**src/rtl/core/bmpd_pkg.sv**
```systemverilog
// Shared types and constants of the BMP stream decoder.
`timescale 1ns / 1ps

package bmpd_pkg;

   // header layout (byte offsets from the start of the file)
   localparam int unsigned HDR_LAST   = 53;
   localparam int unsigned OFS_SIG0   = 0;
   localparam int unsigned OFS_SIG1   = 1;
   localparam int unsigned OFS_DATA   = 10;
   localparam int unsigned OFS_INFO   = 14;
   localparam int unsigned OFS_WIDTH  = 18;
   localparam int unsigned OFS_HEIGHT = 22;
   localparam int unsigned OFS_PLANES = 26;
   localparam int unsigned OFS_BPP    = 28;
   localparam int unsigned OFS_COMP   = 30;

   localparam logic [7:0]  SIG_B      = 8'h42;
   localparam logic [7:0]  SIG_M      = 8'h4D;
   localparam logic [31:0] MIN_INFO   = 32'd40;
   localparam logic [15:0] ONE_PLANE  = 16'd1;
   localparam logic [15:0] BPP_24     = 16'd24;
   localparam logic [15:0] BPP_32     = 16'd32;
   localparam logic [31:0] NO_COMP    = 32'd0;
   localparam logic [31:0] MIN_OFFSET = 32'd54;

   localparam int unsigned RSP_DATA_W = 72;

   typedef enum logic [1:0] {
      ST_PIXEL  = 2'd0,
      ST_ACCEPT = 2'd1,
      ST_REJECT = 2'd2,
      ST_TRUNC  = 2'd3
   } status_type;

   typedef enum logic [3:0] {
      PH_HEADER = 4'b0001,
      PH_SKIP   = 4'b0010,
      PH_PIXELS = 4'b0100,
      PH_IDLE   = 4'b1000
   } phase_type;

   typedef struct packed {
      logic [7:0]  sig0;
      logic [7:0]  sig1;
      logic [31:0] data_offset;
      logic [31:0] info_size;
      logic [15:0] planes;
      logic [15:0] bpp;
      logic [31:0] width;
      logic [31:0] height;
      logic [31:0] compression;
   } hdr_fields_type;

   typedef struct packed {
      logic ok;
      logic top_first;
      logic four_byte;
   } hdr_verdict_type;

   typedef struct packed {
      status_type  status;
      logic [23:0] pixel_word;
      logic [10:0] pixel_column;
      logic [10:0] pixel_row;
      logic [11:0] image_width;
      logic [11:0] image_height;
      logic        image_done;
   } rsp_type;

endpackage

```
**src/rtl/core/bmpd_hdr_check.sv**
```systemverilog
// Header validity check and image geometry extraction.
`timescale 1ns / 1ps

module bmpd_hdr_check #(
   parameter int unsigned MAX_DIMENSION = 2048,
   parameter int unsigned DIM_W         = 12
) (
   input  bmpd_pkg::hdr_fields_type  fields,
   output bmpd_pkg::hdr_verdict_type verdict,
   output logic [DIM_W-1:0]          width_out,
   output logic [DIM_W-1:0]          height_out
);

   logic        down;
   logic [31:0] mag;

   always_comb begin
      down = fields.height[31];
      // a height of INT_MIN negates to itself and fails the range check
      mag  = down ? (32'd0 - fields.height) : fields.height;

      verdict.top_first = down;
      verdict.four_byte = (fields.bpp == bmpd_pkg::BPP_32);
      verdict.ok = (fields.sig0 == bmpd_pkg::SIG_B) && (fields.sig1 == bmpd_pkg::SIG_M)
                && (fields.info_size >= bmpd_pkg::MIN_INFO)
                && (fields.planes == bmpd_pkg::ONE_PLANE)
                && ((fields.bpp == bmpd_pkg::BPP_24) || (fields.bpp == bmpd_pkg::BPP_32))
                && (fields.compression == bmpd_pkg::NO_COMP)
                && (fields.width != 32'd0) && (fields.width <= 32'(MAX_DIMENSION))
                && (mag != 32'd0) && (mag <= 32'(MAX_DIMENSION))
                && (fields.data_offset >= bmpd_pkg::MIN_OFFSET);

      width_out  = fields.width[DIM_W-1:0];
      height_out = mag[DIM_W-1:0];
   end

endmodule

```
**src/rtl/core/bmpd_rsp_buf.sv**
```systemverilog
// Result register with a skid stage behind it.
`timescale 1ns / 1ps

module bmpd_rsp_buf (
   input  logic              clock,
   input  logic              reset,
   input  logic              push_valid,
   input  bmpd_pkg::rsp_type push_data,
   output logic              push_ready,
   output logic              pop_valid,
   input  logic              pop_ready,
   output bmpd_pkg::rsp_type pop_data
);

   logic              out_valid_ff,  out_valid_in;
   logic              skid_valid_ff, skid_valid_in;
   bmpd_pkg::rsp_type out_data_ff,   out_data_in;
   bmpd_pkg::rsp_type skid_data_ff,  skid_data_in;
   logic              out_free;

   assign push_ready = !skid_valid_ff;
   assign pop_valid  = out_valid_ff;
   assign pop_data   = out_data_ff;

   always_comb begin
      out_free      = !out_valid_ff || pop_ready;
      out_valid_in  = out_valid_ff;
      out_data_in   = out_data_ff;
      skid_valid_in = skid_valid_ff;
      skid_data_in  = skid_data_ff;
      if (out_free) begin
         if (skid_valid_ff) begin
            // drain the skid first to keep order
            out_valid_in  = 1'b1;
            out_data_in   = skid_data_ff;
            skid_valid_in = push_valid;
            skid_data_in  = push_data;
         end else begin
            out_valid_in = push_valid;
            out_data_in  = push_data;
         end
      end else if (push_valid) begin
         skid_valid_in = 1'b1;
         skid_data_in  = push_data;
      end
   end

   always_ff @(posedge clock) begin
      if (reset) begin
         out_valid_ff  <= 1'b0;
         skid_valid_ff <= 1'b0;
      end else begin
         out_valid_ff  <= out_valid_in;
         skid_valid_ff <= skid_valid_in;
      end
      out_data_ff  <= out_data_in;
      skid_data_ff <= skid_data_in;
   end

endmodule

```
**src/rtl/core/bmp_stream_decoder.sv**
```systemverilog
// Top level of the streaming BMP decoder for uncompressed 24 and 32 bpp files.
`timescale 1ns / 1ps

// Takes one file byte per beat and sustains one byte per cycle; each byte is
// handled in the cycle it is accepted; its result, if any, is pushed into
// the result register or its skid stage. The only stall source is the result
// side: req_tready drops when both the result register and its skid stage
// are full. Raising req_tuser on a byte restarts parsing with that byte as
// file offset zero. Results: status 1 with the image size once the 54-byte
// header passes, status 2 if it fails, one status 0 beat per pixel in file
// order (rsp_tlast on the final pixel), and status 3 if the file ends early,
// after which everything received for that file should be discarded.

module bmp_stream_decoder #(
   parameter int unsigned MAX_DIMENSION = 2048
) (
   input  logic        clock,
   input  logic        reset,
   input  logic        req_tvalid,
   output logic        req_tready,
   input  logic [7:0]  req_tdata,   // [7:0] file_byte
   input  logic [0:0]  req_tuser,   // [0] first_of_file
   input  logic        req_tlast,   // last_of_file
   output logic        rsp_tvalid,
   input  logic        rsp_tready,
   // [23:0] pixel_word, [34:24] pixel_column, [45:35] pixel_row,
   // [57:46] image_width, [69:58] image_height, [71:70] zero
   output logic [bmpd_pkg::RSP_DATA_W-1:0] rsp_tdata,
   output logic [1:0]  rsp_tuser,   // [1:0] status
   output logic        rsp_tlast    // image_done
);

   localparam int unsigned DIM_W = $clog2(MAX_DIMENSION + 1);

   bmpd_pkg::phase_type       phase_ff,      phase_in,  phase_cur;
   logic [31:0]               offset_ff,     offset_in, here;
   bmpd_pkg::hdr_fields_type  fields_ff,     fields_in;
   logic [31:0]               data_start_ff, data_start_in;
   logic [DIM_W-1:0]          width_ff,      width_in;
   logic [DIM_W-1:0]          height_ff,     height_in;
   logic                      top_first_ff,  top_first_in;
   logic                      four_ff,       four_in;
   logic [DIM_W-1:0]          col_ff,        col_in;
   logic [DIM_W-1:0]          row_ff,        row_in;
   logic [1:0]                sub_ff,        sub_in;
   logic [1:0]                pad_ff,        pad_in;
   logic [7:0]                byte0_ff,      byte0_in;
   logic [7:0]                byte1_ff,      byte1_in;

   bmpd_pkg::hdr_verdict_type verdict;
   logic [DIM_W-1:0]          chk_width, chk_height;

   logic                      accept, first, last;
   logic [7:0]                b;
   logic [1:0]                lane4;
   logic                      pix_go, stop, sub_last, final_px;
   logic [DIM_W-1:0]          col_inc, row_inc, dest;
   logic [1:0]                pad_amt;
   logic                      push_valid, push_ready;
   bmpd_pkg::rsp_type         rsp, pop_data;

   bmpd_hdr_check #(
      .MAX_DIMENSION(MAX_DIMENSION),
      .DIM_W        (DIM_W)
   ) u_hdr_check (
      .fields    (fields_ff),
      .verdict   (verdict),
      .width_out (chk_width),
      .height_out(chk_height)
   );

   assign accept = req_tvalid && req_tready;
   assign first  = req_tuser[0];
   assign last   = req_tlast;
   assign b      = req_tdata;

   always_comb begin
      phase_cur     = first ? bmpd_pkg::PH_HEADER : phase_ff;
      here          = first ? 32'd0 : offset_ff;
      lane4         = here[1:0] + 2'd2;

      phase_in      = phase_ff;
      offset_in     = offset_ff;
      fields_in     = fields_ff;
      data_start_in = data_start_ff;
      width_in      = width_ff;
      height_in     = height_ff;
      top_first_in  = top_first_ff;
      four_in       = four_ff;
      col_in        = col_ff;
      row_in        = row_ff;
      sub_in        = sub_ff;
      pad_in        = pad_ff;
      byte0_in      = byte0_ff;
      byte1_in      = byte1_ff;
      push_valid    = 1'b0;
      rsp           = '0;
      pix_go        = 1'b0;
      stop          = 1'b0;

      sub_last = (sub_ff == (four_ff ? 2'd3 : 2'd2));
      col_inc  = col_ff + DIM_W'(1);
      row_inc  = row_ff + DIM_W'(1);
      final_px = (row_inc == height_ff) && (col_inc == width_ff);
      dest     = top_first_ff ? row_ff : (height_ff - DIM_W'(1) - row_ff);
      pad_amt  = four_ff ? 2'd0 : 2'(width_ff);

      if (accept) begin
         phase_in  = phase_cur;
         // saturate the offset counter
         offset_in = (here == 32'hFFFF_FFFF) ? here : here + 32'd1;

         unique case (phase_cur)
            bmpd_pkg::PH_HEADER: begin
               if (here == 32'(bmpd_pkg::OFS_SIG0)) fields_in.sig0 = b;
               if (here == 32'(bmpd_pkg::OFS_SIG1)) fields_in.sig1 = b;
               if (here >= 32'(bmpd_pkg::OFS_DATA) && here < 32'(bmpd_pkg::OFS_DATA + 4))
                  fields_in.data_offset[{lane4, 3'b000} +: 8] = b;
               if (here >= 32'(bmpd_pkg::OFS_INFO) && here < 32'(bmpd_pkg::OFS_INFO + 4))
                  fields_in.info_size[{lane4, 3'b000} +: 8] = b;
               if (here >= 32'(bmpd_pkg::OFS_WIDTH) && here < 32'(bmpd_pkg::OFS_WIDTH + 4))
                  fields_in.width[{lane4, 3'b000} +: 8] = b;
               if (here >= 32'(bmpd_pkg::OFS_HEIGHT) && here < 32'(bmpd_pkg::OFS_HEIGHT + 4))
                  fields_in.height[{lane4, 3'b000} +: 8] = b;
               if (here >= 32'(bmpd_pkg::OFS_PLANES) && here < 32'(bmpd_pkg::OFS_PLANES + 2))
                  fields_in.planes[{here[0], 3'b000} +: 8] = b;
               if (here >= 32'(bmpd_pkg::OFS_BPP) && here < 32'(bmpd_pkg::OFS_BPP + 2))
                  fields_in.bpp[{here[0], 3'b000} +: 8] = b;
               if (here >= 32'(bmpd_pkg::OFS_COMP) && here < 32'(bmpd_pkg::OFS_COMP + 4))
                  fields_in.compression[{lane4, 3'b000} +: 8] = b;

               // every checked field lies well before the last header byte
               if (here == 32'(bmpd_pkg::HDR_LAST)) begin
                  push_valid = 1'b1;
                  if (!verdict.ok) begin
                     phase_in   = bmpd_pkg::PH_IDLE;
                     rsp.status = bmpd_pkg::ST_REJECT;
                  end else begin
                     data_start_in = fields_ff.data_offset;
                     width_in      = chk_width;
                     height_in     = chk_height;
                     top_first_in  = verdict.top_first;
                     four_in       = verdict.four_byte;
                     col_in        = '0;
                     row_in        = '0;
                     sub_in        = '0;
                     pad_in        = '0;
                     if (last) begin
                        phase_in   = bmpd_pkg::PH_IDLE;
                        rsp.status = bmpd_pkg::ST_TRUNC;
                     end else begin
                        phase_in          = bmpd_pkg::PH_SKIP;
                        rsp.status        = bmpd_pkg::ST_ACCEPT;
                        rsp.image_width   = 12'(chk_width);
                        rsp.image_height  = 12'(chk_height);
                     end
                  end
               end else if (last) begin
                  phase_in   = bmpd_pkg::PH_IDLE;
                  push_valid = 1'b1;
                  rsp.status = bmpd_pkg::ST_TRUNC;
               end
            end
            bmpd_pkg::PH_SKIP: begin
               if (here == data_start_ff) begin
                  phase_in = bmpd_pkg::PH_PIXELS;
                  pix_go   = 1'b1;
               end else if (last) begin
                  phase_in   = bmpd_pkg::PH_IDLE;
                  push_valid = 1'b1;
                  rsp.status = bmpd_pkg::ST_TRUNC;
               end
            end
            bmpd_pkg::PH_PIXELS: begin
               pix_go = 1'b1;
            end
            bmpd_pkg::PH_IDLE: begin
               // hold until the next file starts
            end
            default: begin
               phase_in = bmpd_pkg::PH_IDLE;
            end
         endcase
      end

      if (pix_go) begin
         if (pad_ff == 2'd0) begin
            if (sub_ff == 2'd0) byte0_in = b;
            if (sub_ff == 2'd1) byte1_in = b;
            // a pixel completes on its red byte
            if (sub_ff == 2'd2) begin
               push_valid = 1'b1;
               if (last && !final_px) begin
                  stop       = 1'b1;
                  phase_in   = bmpd_pkg::PH_IDLE;
                  rsp.status = bmpd_pkg::ST_TRUNC;
               end else begin
                  rsp.status       = bmpd_pkg::ST_PIXEL;
                  rsp.pixel_word   = {b, byte1_ff, byte0_ff};
                  rsp.pixel_column = 11'(col_ff);
                  rsp.pixel_row    = 11'(dest);
                  rsp.image_width  = 12'(width_ff);
                  rsp.image_height = 12'(height_ff);
                  rsp.image_done   = final_px;
                  if (final_px) begin
                     stop     = 1'b1;
                     phase_in = bmpd_pkg::PH_IDLE;
                  end
               end
            end
         end

         if (!stop) begin
            if (pad_ff == 2'd0) begin
               if (sub_last) begin
                  sub_in = 2'd0;
                  if (col_inc == width_ff) begin
                     col_in = '0;
                     if (pad_amt == 2'd0) row_in = row_inc;
                     else                 pad_in = pad_amt;
                  end else begin
                     col_in = col_inc;
                  end
               end else begin
                  sub_in = sub_ff + 2'd1;
               end
            end else begin
               // row padding up to a four-byte boundary
               pad_in = pad_ff - 2'd1;
               if (pad_ff == 2'd1) row_in = row_inc;
            end
            if (!push_valid && last) begin
               phase_in   = bmpd_pkg::PH_IDLE;
               push_valid = 1'b1;
               rsp.status = bmpd_pkg::ST_TRUNC;
            end
         end
      end
   end

   always_ff @(posedge clock) begin
      if (reset) begin
         phase_ff      <= bmpd_pkg::PH_HEADER;
         offset_ff     <= '0;
         data_start_ff <= '0;
         width_ff      <= '0;
         height_ff     <= '0;
         top_first_ff  <= 1'b0;
         four_ff       <= 1'b0;
         col_ff        <= '0;
         row_ff        <= '0;
         sub_ff        <= '0;
         pad_ff        <= '0;
      end else begin
         phase_ff      <= phase_in;
         offset_ff     <= offset_in;
         data_start_ff <= data_start_in;
         width_ff      <= width_in;
         height_ff     <= height_in;
         top_first_ff  <= top_first_in;
         four_ff       <= four_in;
         col_ff        <= col_in;
         row_ff        <= row_in;
         sub_ff        <= sub_in;
         pad_ff        <= pad_in;
      end
      fields_ff <= fields_in;
      byte0_ff  <= byte0_in;
      byte1_ff  <= byte1_in;
   end

   bmpd_rsp_buf u_rsp_buf (
      .clock     (clock),
      .reset     (reset),
      .push_valid(push_valid),
      .push_data (rsp),
      .push_ready(push_ready),
      .pop_valid (rsp_tvalid),
      .pop_ready (rsp_tready),
      .pop_data  (pop_data)
   );

   assign req_tready = push_ready;
   assign rsp_tdata  = {2'b00, pop_data.image_height, pop_data.image_width,
                        pop_data.pixel_row, pop_data.pixel_column, pop_data.pixel_word};
   assign rsp_tuser  = pop_data.status;
   assign rsp_tlast  = pop_data.image_done;

endmodule

```
**config.mk**
```make
export PLATFORM = sky130hd
export DESIGN_NAME = bmp_stream_decoder
export DESIGN_NICKNAME = d
export VERILOG_FILES = /design/src/rtl/core/bmpd_pkg.sv /design/src/rtl/core/bmpd_hdr_check.sv /design/src/rtl/core/bmpd_rsp_buf.sv /design/src/rtl/core/bmp_stream_decoder.sv
export SDC_FILE = /design/constraint.sdc
export NUM_CORES = 1
export LEC_CHECK = 0
export ABC_CLOCK_PERIOD_IN_PS = 8000
export BUFFER_PORTS_ARGS = -buffer_cell sky130_fd_sc_hd__buf_4
export CAP_MARGIN = 30
export CORE_UTILIZATION = 48
export DETAILED_ROUTE_END_ITERATION = 10
export GPL_ROUTABILITY_DRIVEN = 0
export PLACE_DENSITY = 0.7
export SKIP_LAST_GASP = 1
export SYNTH_ARGS = -nofsm -noshare
export SYNTH_HDL_FRONTEND = slang
export SYNTH_SLANG_ARGS = --single-unit
```
**constraint.sdc**
```tcl
create_clock -name clock -period 8 [get_ports clock]
set_clock_uncertainty 0.15 [all_clocks]
set_input_delay 1.6 -clock clock [delete_from_list [all_inputs] [get_ports clock]]
set_output_delay 1.6 -clock clock [all_outputs]
set_load 0.01 [all_outputs]
```
# After elaboration in Yosys (flattened, before gate mapping)
# Index checks and enable logic that the tools add are counted.
# totals
regBits	494
word_cells	252
input_bits	14
# classes
n_mux	112
shift	4
n_addsub	11
n_eq_ne	20
n_reduce_logical	49
n_lt_le_gt_ge	18
# ops
op	count
2-to-1 mux 73 bit	7
2-to-1 mux 12 bit	20
bitwise mux 32 bit	5
>= comparator 32 x 5 -> 1 bit, second input constant	5
< comparator 32 x 5 -> 1 bit, second input constant	5
2-to-1 mux 24 bit	5
2-to-1 mux 32 bit	3
2-to-1 mux 71 bit	1
>= comparator 32 x 4 -> 1 bit, second input constant	2
>= comparator 32 x 6 -> 1 bit, second input constant	2
<= comparator 32 x 12 -> 1 bit, second input constant	2
logical NOT 32 bit	2
nonzero test 32 bit	2
2-to-1 mux 2 bit	28
2-to-1 mux 4 bit	14
AND reduction 3 bit	11
adder 32 x 1 -> 32 bit, second input constant	1
bitwise mux 16 bit	2
equality test 32 x 1 -> 1 bit, second input constant	1
equality test 32 bit	1
equality test 32 bit, second input constant	1
equality test 32 x 6 -> 1 bit, second input constant	1
< comparator 32 x 4 -> 1 bit, second input constant	1
< comparator 32 x 6 -> 1 bit, second input constant	1
39 further kinds	91

# Depth between registers and ports, before layout
# Gate-level depths: netlist of the first run.
# depth
ltp_word	23
mapped_depth	15
depth_no_buf	12

# By module
# Synthesis of the first run repeated with hierarchy kept, for this count alone.
# hier_totals
cells_unflattened	1947
hier_area_um2	22609.2
# modules_own_cells
module	cells_each	area_per_inst_um2	n_inst
bmp_stream_decoder	1481	15658.8	1
bmpd_rsp_buf	240	5465.2	1
bmpd_hdr_check	226	1485.2	1

# Worst setup path after synthesis of the first run
# Ideal clock, no wire load.
# synth_path
path_type	input port to flip-flop
startpoint	input port req_tuser
endpoint	register u_rsp_buf.skid_data_ff[0] in the netlist's numbering, enable pin
required_time_ps	7322
setup_ps	528
stages	11
n_path_buf	1
path_slack_ps	277
t_arrival_ps	7045
cell_sequence	inv_1 clkbuf_1 nand2_1 clkinv_1 ha_1 nand4_1 nor4_1 a21o_1 o211ai_1 o31a_1 a21oi_1
# synth_between
elab_chain_len	15
word_cells_on_any_way	24
# synth_rtl
element	line	rtl
from (decl)	bmp_stream_decoder.sv:22	input logic [0:0] req_tuser,
2-to-1 mux 32 bit	bmp_stream_decoder.sv:79	here = first ? 32'd0 : offset_ff;
equality test 32 bit or equality test 32 x 6 -> 1 bit (tied branches)	bmp_stream_decoder.sv:165, bmp_stream_decoder.sv:133	
2-to-1 mux 1 bit (on tied branches)	bmp_stream_decoder.sv:165, bmp_stream_decoder.sv:133	
case mux 1 bit (2 select lines)	bmp_stream_decoder.sv:113	unique case (phase_cur)
2-to-1 mux 1 bit	bmp_stream_decoder.sv:108	if (accept) begin
2-to-1 mux 1 bit	bmp_stream_decoder.sv:191	if (sub_ff == 2'd2) begin
2-to-1 mux 1 bit	bmp_stream_decoder.sv:187	if (pad_ff == 2'd0) begin
2-to-1 mux 1 bit	bmp_stream_decoder.sv:186	if (pix_go) begin
logical NOT 1 bit	bmp_stream_decoder.sv:232	if (!push_valid && last) begin
logical AND 1 bit	bmp_stream_decoder.sv:232	
2-to-1 mux 1 bit	bmp_stream_decoder.sv:232	
2-to-1 mux 1 bit	bmp_stream_decoder.sv:213	if (!stop) begin
2-to-1 mux 1 bit *	bmp_stream_decoder.sv:186	
nonzero test 2 bit (no line) *	-	
AND reduction 2 bit (no line) *	-	
to (signal assigned)	bmpd_rsp_buf.sv:57	skid_data_ff <= skid_data_in;
to (decl)	bmpd_rsp_buf.sv:18	bmpd_pkg::rsp_type skid_data_ff, skid_data_in;
# Every way passes the cells marked *; elsewhere a longest branch is shown, timed or not. The select of a mux whose other input is x is not followed.
# A chain may end at the register's enable or synchronous reset.

# Worst setup path in the final report of the first run
# layout_path
startpoint	input port req_tuser
endpoint	register col_ff[0]
# layout_between
elab_chain_len	9
word_cells_on_any_way	17
# layout_rtl
element	line	rtl
2-to-1 mux 32 bit	bmp_stream_decoder.sv:79	
equality test 32 x 6 -> 1 bit	bmp_stream_decoder.sv:133	if (here == 32'(bmpd_pkg::HDR_LAST)) begin
2-to-1 mux 12 bit	bmp_stream_decoder.sv:133	
2-to-1 mux 12 bit	bmp_stream_decoder.sv:113	
2-to-1 mux 12 bit	bmp_stream_decoder.sv:108	
2-to-1 mux 12 bit	bmp_stream_decoder.sv:215	if (sub_last) begin
2-to-1 mux 12 bit	bmp_stream_decoder.sv:214	if (pad_ff == 2'd0) begin
2-to-1 mux 12 bit	bmp_stream_decoder.sv:213	
2-to-1 mux 12 bit *	bmp_stream_decoder.sv:186	
to (signal assigned)	bmp_stream_decoder.sv:262	col_ff <= col_in;
to (decl)	bmp_stream_decoder.sv:43	logic [DIM_W-1:0] col_ff, col_in;
# Every way passes the cells marked *; elsewhere a longest branch is shown, timed or not.

==> results.yml, run 1 <==
critical_path:
  cp_slowest_cell: "or4b_4"
  critPathKind: "in -> reg"
  path_max_fanout: 58
  crit_chain: "buf_4 -> inv_1 -> nand2_1 -> clkinv_1 -> ha_1 -> nand4_1 -> nor4_1 -> and2_1 -> or4b_4 -> buf_16 -> and3_1 -> mux2_2"
  arrival_ns: 6.16
  setup.worst_path.end_class: "flop"
  crit_required_ns: 8.32
  slowest_delay_ns: 0.69
  start_kind: "input port"
detailed_routing:
  drt_pass1_iterations: 9
  routedWlPerCell_um: 21.19
  ant_nets: 0
  routed_wl_um: 56360
  vias_per_cell: 6.081
  vias: 16170
  dr.first_iter.drc_count: 1699
  drc: 19
pwr:
  ir_drop_v: 0.0001787
  powerDensity_nw_per_um2: 202.5
  power.leakage_uw: 0.009967
  power_uw: 5157
  clkPwrFrac_pct: 43.6
  intPower_uw: 4058
  p_comb_share_pct: 2.9
  p_sw_share_pct: 21.30
  p_sw_uw: 1099
  seq_power_share_pct: 53.5
logic_synthesis:
  yosys.area_share.adder_pct: 1.233
  async_flop_share_pct: 0
  synth-seq-cells: 491
  yosysSeqAreaShare_pct: 59.39
  syn_avg_cell_area_um2: 11.54
  synth_mux_area_share_pct: 3.054
  synth_top_family_by_area: "simple AND/OR/NAND/NOR gates"
  synth_most_common_cell: "edfxtp_1"
  syn-cell-area_um2: 22740
  synth_compound_area_share_pct: 11.50
  syn-instance-count: 1970
  ys_warn_count: 0
  synth-edff-count: 367
  yosysTopAreaCellShare_pct: 48.47
  synth_cell_types: 88
  synth_flop_cell: "edfxtp_1"
  synth_area_leader_cell: "edfxtp_1"
  netlist_top_cells_count: "edfxtp_1, nor2_1, nand2_1"
  synth_area_leaders: "edfxtp_1, dfxtp_1, nor2_1, a21o_1, mux2i_1"
  synth_xor_area_share_pct: 3.621
  synthSimpleGateAreaFrac_pct: 18.11
grt:
  grt_max_degree: 88
  grtUsageTotal_pct: 23.42
  grt_pass1_wl_um: 87460
  grt-ovfl-total: 0
  grt_pass1_vias: 15410
  grt_antenna_before_repair: 2
timing:
  worstMarginPinSlew_ns: 0.9932
  setup-tns-final_ns: 0
  slew_headroom_pct: 32.89
  slew_violations: 0
  post-route-min-period_ns: 5.832
  setup_violations: 0
  finalHoldViolations: 0
  fmax_mhz: 171.5
  setup_ws_ns: 2.168
  period_share_pct: 72.90
  grt_setup_unrepaired: "false"
clocking:
  post_cts_resized: 0
  cts_setup_buffers: 0
  hold_buffers: 0
  max-clock-path-buffers: 3
  clock-sinks: 491
  h-tree-depth: 2
  numCtsBuffers: 48
  clk_latency_ns: 0.60
  clk_pin_slew_worst_paths_ns: 0.06
  cts-root-buf: "clkbuf_16"
  cts_tree: "done"
die:
  top_level_ports: 91
  die_area_um2: 48240
  die_w_um: 219.6
  fp.coreArea_um2: 46650
  die_h_um: 219.6
  rows: 79
  start_util_pct: 48.73
placed_design:
  hpwlAfterDp_um: 38560
  place_inst: 2565
  preCtsSetupSlack_ns: 1.684
  placedInstanceArea_um2: 23810
  port-buffer-count: 88
final_layout:
  fillers: 3911
  fin_nets: 2047
  diodes: 0
  area.sequential_um2: 13500
  syn2layout_area_growth_pct: 11.99
  drive_gt1_share_pct: 10.33
  multiInputGateArea_um2: 8573
  finalNonFillerCells: 2659
  fin_area_um2: 25460
min_path:
  hold_class: "reg -> reg"
run:
  max_cap_violations: 0
run_status:
  status: "complete, but fails checks"
  violations: "design-rule violations"
[critical path: cells and delay by family]
| family | cells | cell delay [ns] |
|---|---|---|
| AND/OR/NAND/NOR | 6 | 2.30 |
| buffers and inverters | 4 | 1.53 |
| adder cells (fa/ha/maj) | 1 | 0.34 |
| multiplexers | 1 | 0.32 |
[cell families (layout without fill, tap and decap cells)]
group	count (synthesis)	count (layout)
AO/OA/AOI/OAI	352	352
XOR/XNOR	94	94
adder cells (fa/ha/maj)	22	22
buffers and inverters	167	248
flip-flops	491	491
multiplexers	69	69
other	1	2
AND/OR/NAND/NOR	774	774
[power groups by stage]
stage          Sequential (uW)  Clock [uW]  Combinational (uW)
6_report                  2760        2250                 150
5_1_grt                   2760        2360                 160
2_1_floorplan             2820           0                67.3
3_3_place_gp              2810           0                 142
4_1_cts                   2760        2280                 144
3_5_place_dp              2810           0                 144
[routing by layer]
metal,vias up,routed length [um],track usage [%]
li1,7480,-,-
met1,7876,24080,31.85
met2,670,26590,38.29
met3,140,3902,3.368
met4,4,1761,8.161
met5,-,23,0
[metrics by stage]
step	utilization [%]	hold slack [ns]
floorplan	-	0.3025
global placement	50.97	0.3075
detailed placement	51.04	0.3372
CTS	54.38	0.3416
global route	54.57	0.3776
finish	54.57	0.3335
[placed cells by master (no fill, tap or decap), types with 8 or more instances in the layout]
cell type / netlist / final
nor3_1: 28 / 28
inv_1: 52 / 51
nand2_1: 128 / 128
nor4b_1: 15 / 13
nor4_1: 70 / 70
xor2_1: 33 / 33
nand3b_1: 22 / 22
o21ai_0: 50 / 50
nand2b_1: 20 / 20
edfxtp_1: 367 / 367
and3_1: 19 / 18
clkbuf_1: 80 / 12
nand3_1: 45 / 45
a21o_1: 91 / 91
ha_1: 20 / 20
or3_1: 16 / 16
a21oi_1: 37 / 36
a32oi_1: 10 / 10
o32a_1: 9 / 9
nor4bb_1: 9 / 9
a31oi_1: 10 / 10
mux2i_1: 66 / 66
nor2_1: 232 / 232
clkbuf_16: 0 / 48
xnor2_1: 61 / 61
a22o_1: 47 / 47
nand4_1: 50 / 50
dfxtp_1: 124 / 123
and4_1: 12 / 12
nor2b_1: 13 / 13
and2_1: 55 / 55
buf_4: 6 / 99
a2111oi_0: 8 / 8
a211oi_1: 16 / 16
[worst paths after layout]
kind         cells after the start  slack [ns]                     start                            end
max                             12        2.17                 req_tuser           col_ff[0]$_SDFF_PP0_
min                              2        0.33  fields_ff[160]$_DFFE_PP_  data_start_ff[0]$_SDFFE_PP0P_
max reg2reg                     10        3.23   fields_ff[34]$_DFFE_PP_           col_ff[0]$_SDFF_PP0_
min reg2reg                      2        0.33  fields_ff[160]$_DFFE_PP_  data_start_ff[0]$_SDFFE_PP0P_
[sequential cells by signal, summed over array words and instances, names as in the netlist]
register and count:
u_rsp_buf.pop_data 73, sub_ff 2, data_start_ff 32, offset_ff 32
u_rsp_buf.skid_data_ff 73, phase_ff 4, byte0_ff 8, row_ff 12
height_ff 12, top_first_ff 1, u_rsp_buf.skid_valid_ff 1, u_rsp_buf.pop_valid 1
fields_ff 205, pad_ff 2, byte1_ff 8, width_ff 12
four_ff 1, col_ff 12
[layout make-up]
cell class | instances | area share, %
clock buffer | 66 | 5.219
clock inverter | 24 | 0.9042
inverter | 53 | 0.7814
multi-input combinational | 1313 | 33.67
sequential | 491 | 53.04
tap | 607 | 2.983
timing repair buffer | 105 | 3.401
No activity file was read; power rests on OpenSTA's default activity.
==> run 2: changes to the inputs <==
ABC_CLOCK_PERIOD_IN_PS = 4800   (was 8000)
clock period = 4.8 ns   (was 8 ns; I/O delays follow)
==> run 2 against run 1 <==
Against the previous run:
- sequential power is 67% higher
- critical path depth decreased by 1
- the run still ends with design-rule violations left
- largest power group unchanged
- sequential cell count did not move
- combinational power rose by 72%
- final cell count up 1.2%
- clock-buffer cell count stayed put
- setup slack lost 1.8 ns
- critical endpoint is now data_start_ff[20]$_SDFFE_PP0P_
==> results.yml, run 2 (synthesis results as in run 1) <==
die:
  die_area_um2: 48240
  top_level_ports: 91
  fp.coreArea_um2: 46650
  die_w_um: 219.6
  die_h_um: 219.6
  rows: 79
  start_util_pct: 48.73
critical_path:
  crit_required_ns: 5.10
  arrival_ns: 4.76
  start_kind: "flop"
  critPathKind: "reg -> reg"
  path_max_fanout: 32
  setup.worst_path.end_class: "flop"
timing:
  fmax_mhz: 224.3
  grt_setup_unrepaired: "false"
  period_share_pct: 92.88
  hold_ws_ns: 0.3513
  setup_violations: 0
  post-route-min-period_ns: 4.458
  slew_violations: 0
  finalHoldViolations: 0
  setup-tns-final_ns: 0
  slew_headroom_pct: 31.91
  worstMarginPinSlew_ns: 1.017
clocking:
  h-tree-depth: 2
  cts_tree: "done"
  hold_buffers: 0
  max-clock-path-buffers: 3
  numCtsBuffers: 49
  post_cts_resized: 0
  clk_latency_ns: 0.60
  clk_pin_slew_worst_paths_ns: 0.06
  clock-sinks: 491
  cts_setup_buffers: 0
  cts-root-buf: "clkbuf_16"
pwr:
  intPower_uw: 6873
  power.leakage_uw: 0.01015
  p_comb_share_pct: 3.0
  powerDensity_nw_per_um2: 338.7
  p_sw_uw: 1841
  seq_power_share_pct: 52.8
  ir_drop_v: 0.0002830
  p_sw_share_pct: 21.13
  clkPwrFrac_pct: 44.3
placed_design:
  hpwlAfterDp_um: 39930
  port-buffer-count: 88
final_layout:
  fillers: 3864
  largest_reg_flops: 205
  diodes: 0
  drive_gt1_share_pct: 11.67
  mostFrequentLayoutCell: "edfxtp_1"
  regMostFlops: "fields_ff"
  syn2layout_area_growth_pct: 13.17
  layout_common_cells: "edfxtp_1, nor2_1, buf_4, nand2_1, dfxtp_1"
  fin_nets: 2078
grt:
  grt_pass1_wl_um: 88830
  grt_antenna_before_repair: 1
  grt_pass1_vias: 15690
  grtUsageTotal_pct: 23.83
  grt-ovfl-total: 0
  grt_max_degree: 77
run_status:
  status: "complete, but fails checks"
  violations: "design-rule violations"
run:
  max_cap_violations: 0
detailed_routing:
  drt_pass1_iterations: 9
  dr.first_iter.drc_count: 1340
  ant_nets: 0
  vias: 16270
  drc: 20
  routedWlPerCell_um: 21.23
  vias_per_cell: 6.050
  routed_wl_um: 57110
min_path:
  hold_class: "reg -> reg"
==> run 2: power by group through the flow <==
stage	Clock [uW]	Combinational, uW	Sequential [uW]
6_report	3860	258	4600
5_1_grt	4050	277	4600
4_1_cts	3900	254	4600
3_5_place_dp	0	253	4690
3_3_place_gp	0	249	4690
2_1_floorplan	0	113	4700
==> run 2: per-stage QoR <==
stage / std cells / total power (uW) / util (%) / setup WS, ns / area [um2]
3_3_place_gp: 2598 / 4937 / 51.64 / 0.3412 / 24090
2_1_floorplan: 1971 / 4810 / - / 0.1288 / 22750
5_1_grt: 2690 / 8928 / 55.15 / 0.1624 / 25730
6_report: 2690 / 8714 / 55.15 / 0.3416 / 25730
4_1_cts: 2689 / 8752 / 55.09 / 0.4263 / 25700
3_5_place_dp: 2598 / 4942 / 51.64 / 0.2792 / 24090
==> run 2: critical path, stage by stage, from the launching register on <==
cell and delay, ns:
edfxtp_1 0.52, nor4_4 0.33, buf_4 0.21, nand4_1 0.50, or4_1 0.61, mux2i_1 0.19, o22a_1 0.25, nand3_1 0.15
or4b_4 0.70, buf_4 0.38, mux2i_1 0.24, nor2_1 0.06
==> run 2: final timing paths <==
path / from / end / slack, ns / cells past startpoint
setup / recovery: fields_ff[34]$_DFFE_PP_ / data_start_ff[20]$_SDFFE_PP0P_ / 0.34 / 11
hold reg to reg: fields_ff[160]$_DFFE_PP_ / data_start_ff[0]$_SDFFE_PP0P_ / 0.35 / 2
setup reg to reg: fields_ff[34]$_DFFE_PP_ / data_start_ff[20]$_SDFFE_PP0P_ / 0.34 / 11
hold / removal: fields_ff[160]$_DFFE_PP_ / data_start_ff[0]$_SDFFE_PP0P_ / 0.35 / 2
==> run 2: final cells by class <==
class | instances | area [um2] | area share [%]
flip-flops and latches | 491 | 13500 | 52.48
repair buffers | 135 | 1084 | 4.211
multi-input cells | 1313 | 8573 | 33.32
clock inverters | 25 | 250.2 | 0.9725
well taps | 607 | 759.5 | 2.952
inverters | 53 | 198.9 | 0.7732
clock buffers | 66 | 1361 | 5.291
==> run 2: metal layers <==
layer / routed length, um / share of wire (%) / GRT usage, % / vias up
met1: 23920 / 42 / 31.65 / 7956
met4: 1819 / 3.2 / 8.437 / 0
met2: 27600 / 48 / 39.76 / 651
met5: 0 / 0 / 0 / -
li1: - / - / - / 7540
met3: 3770 / 6.6 / 3.506 / 127
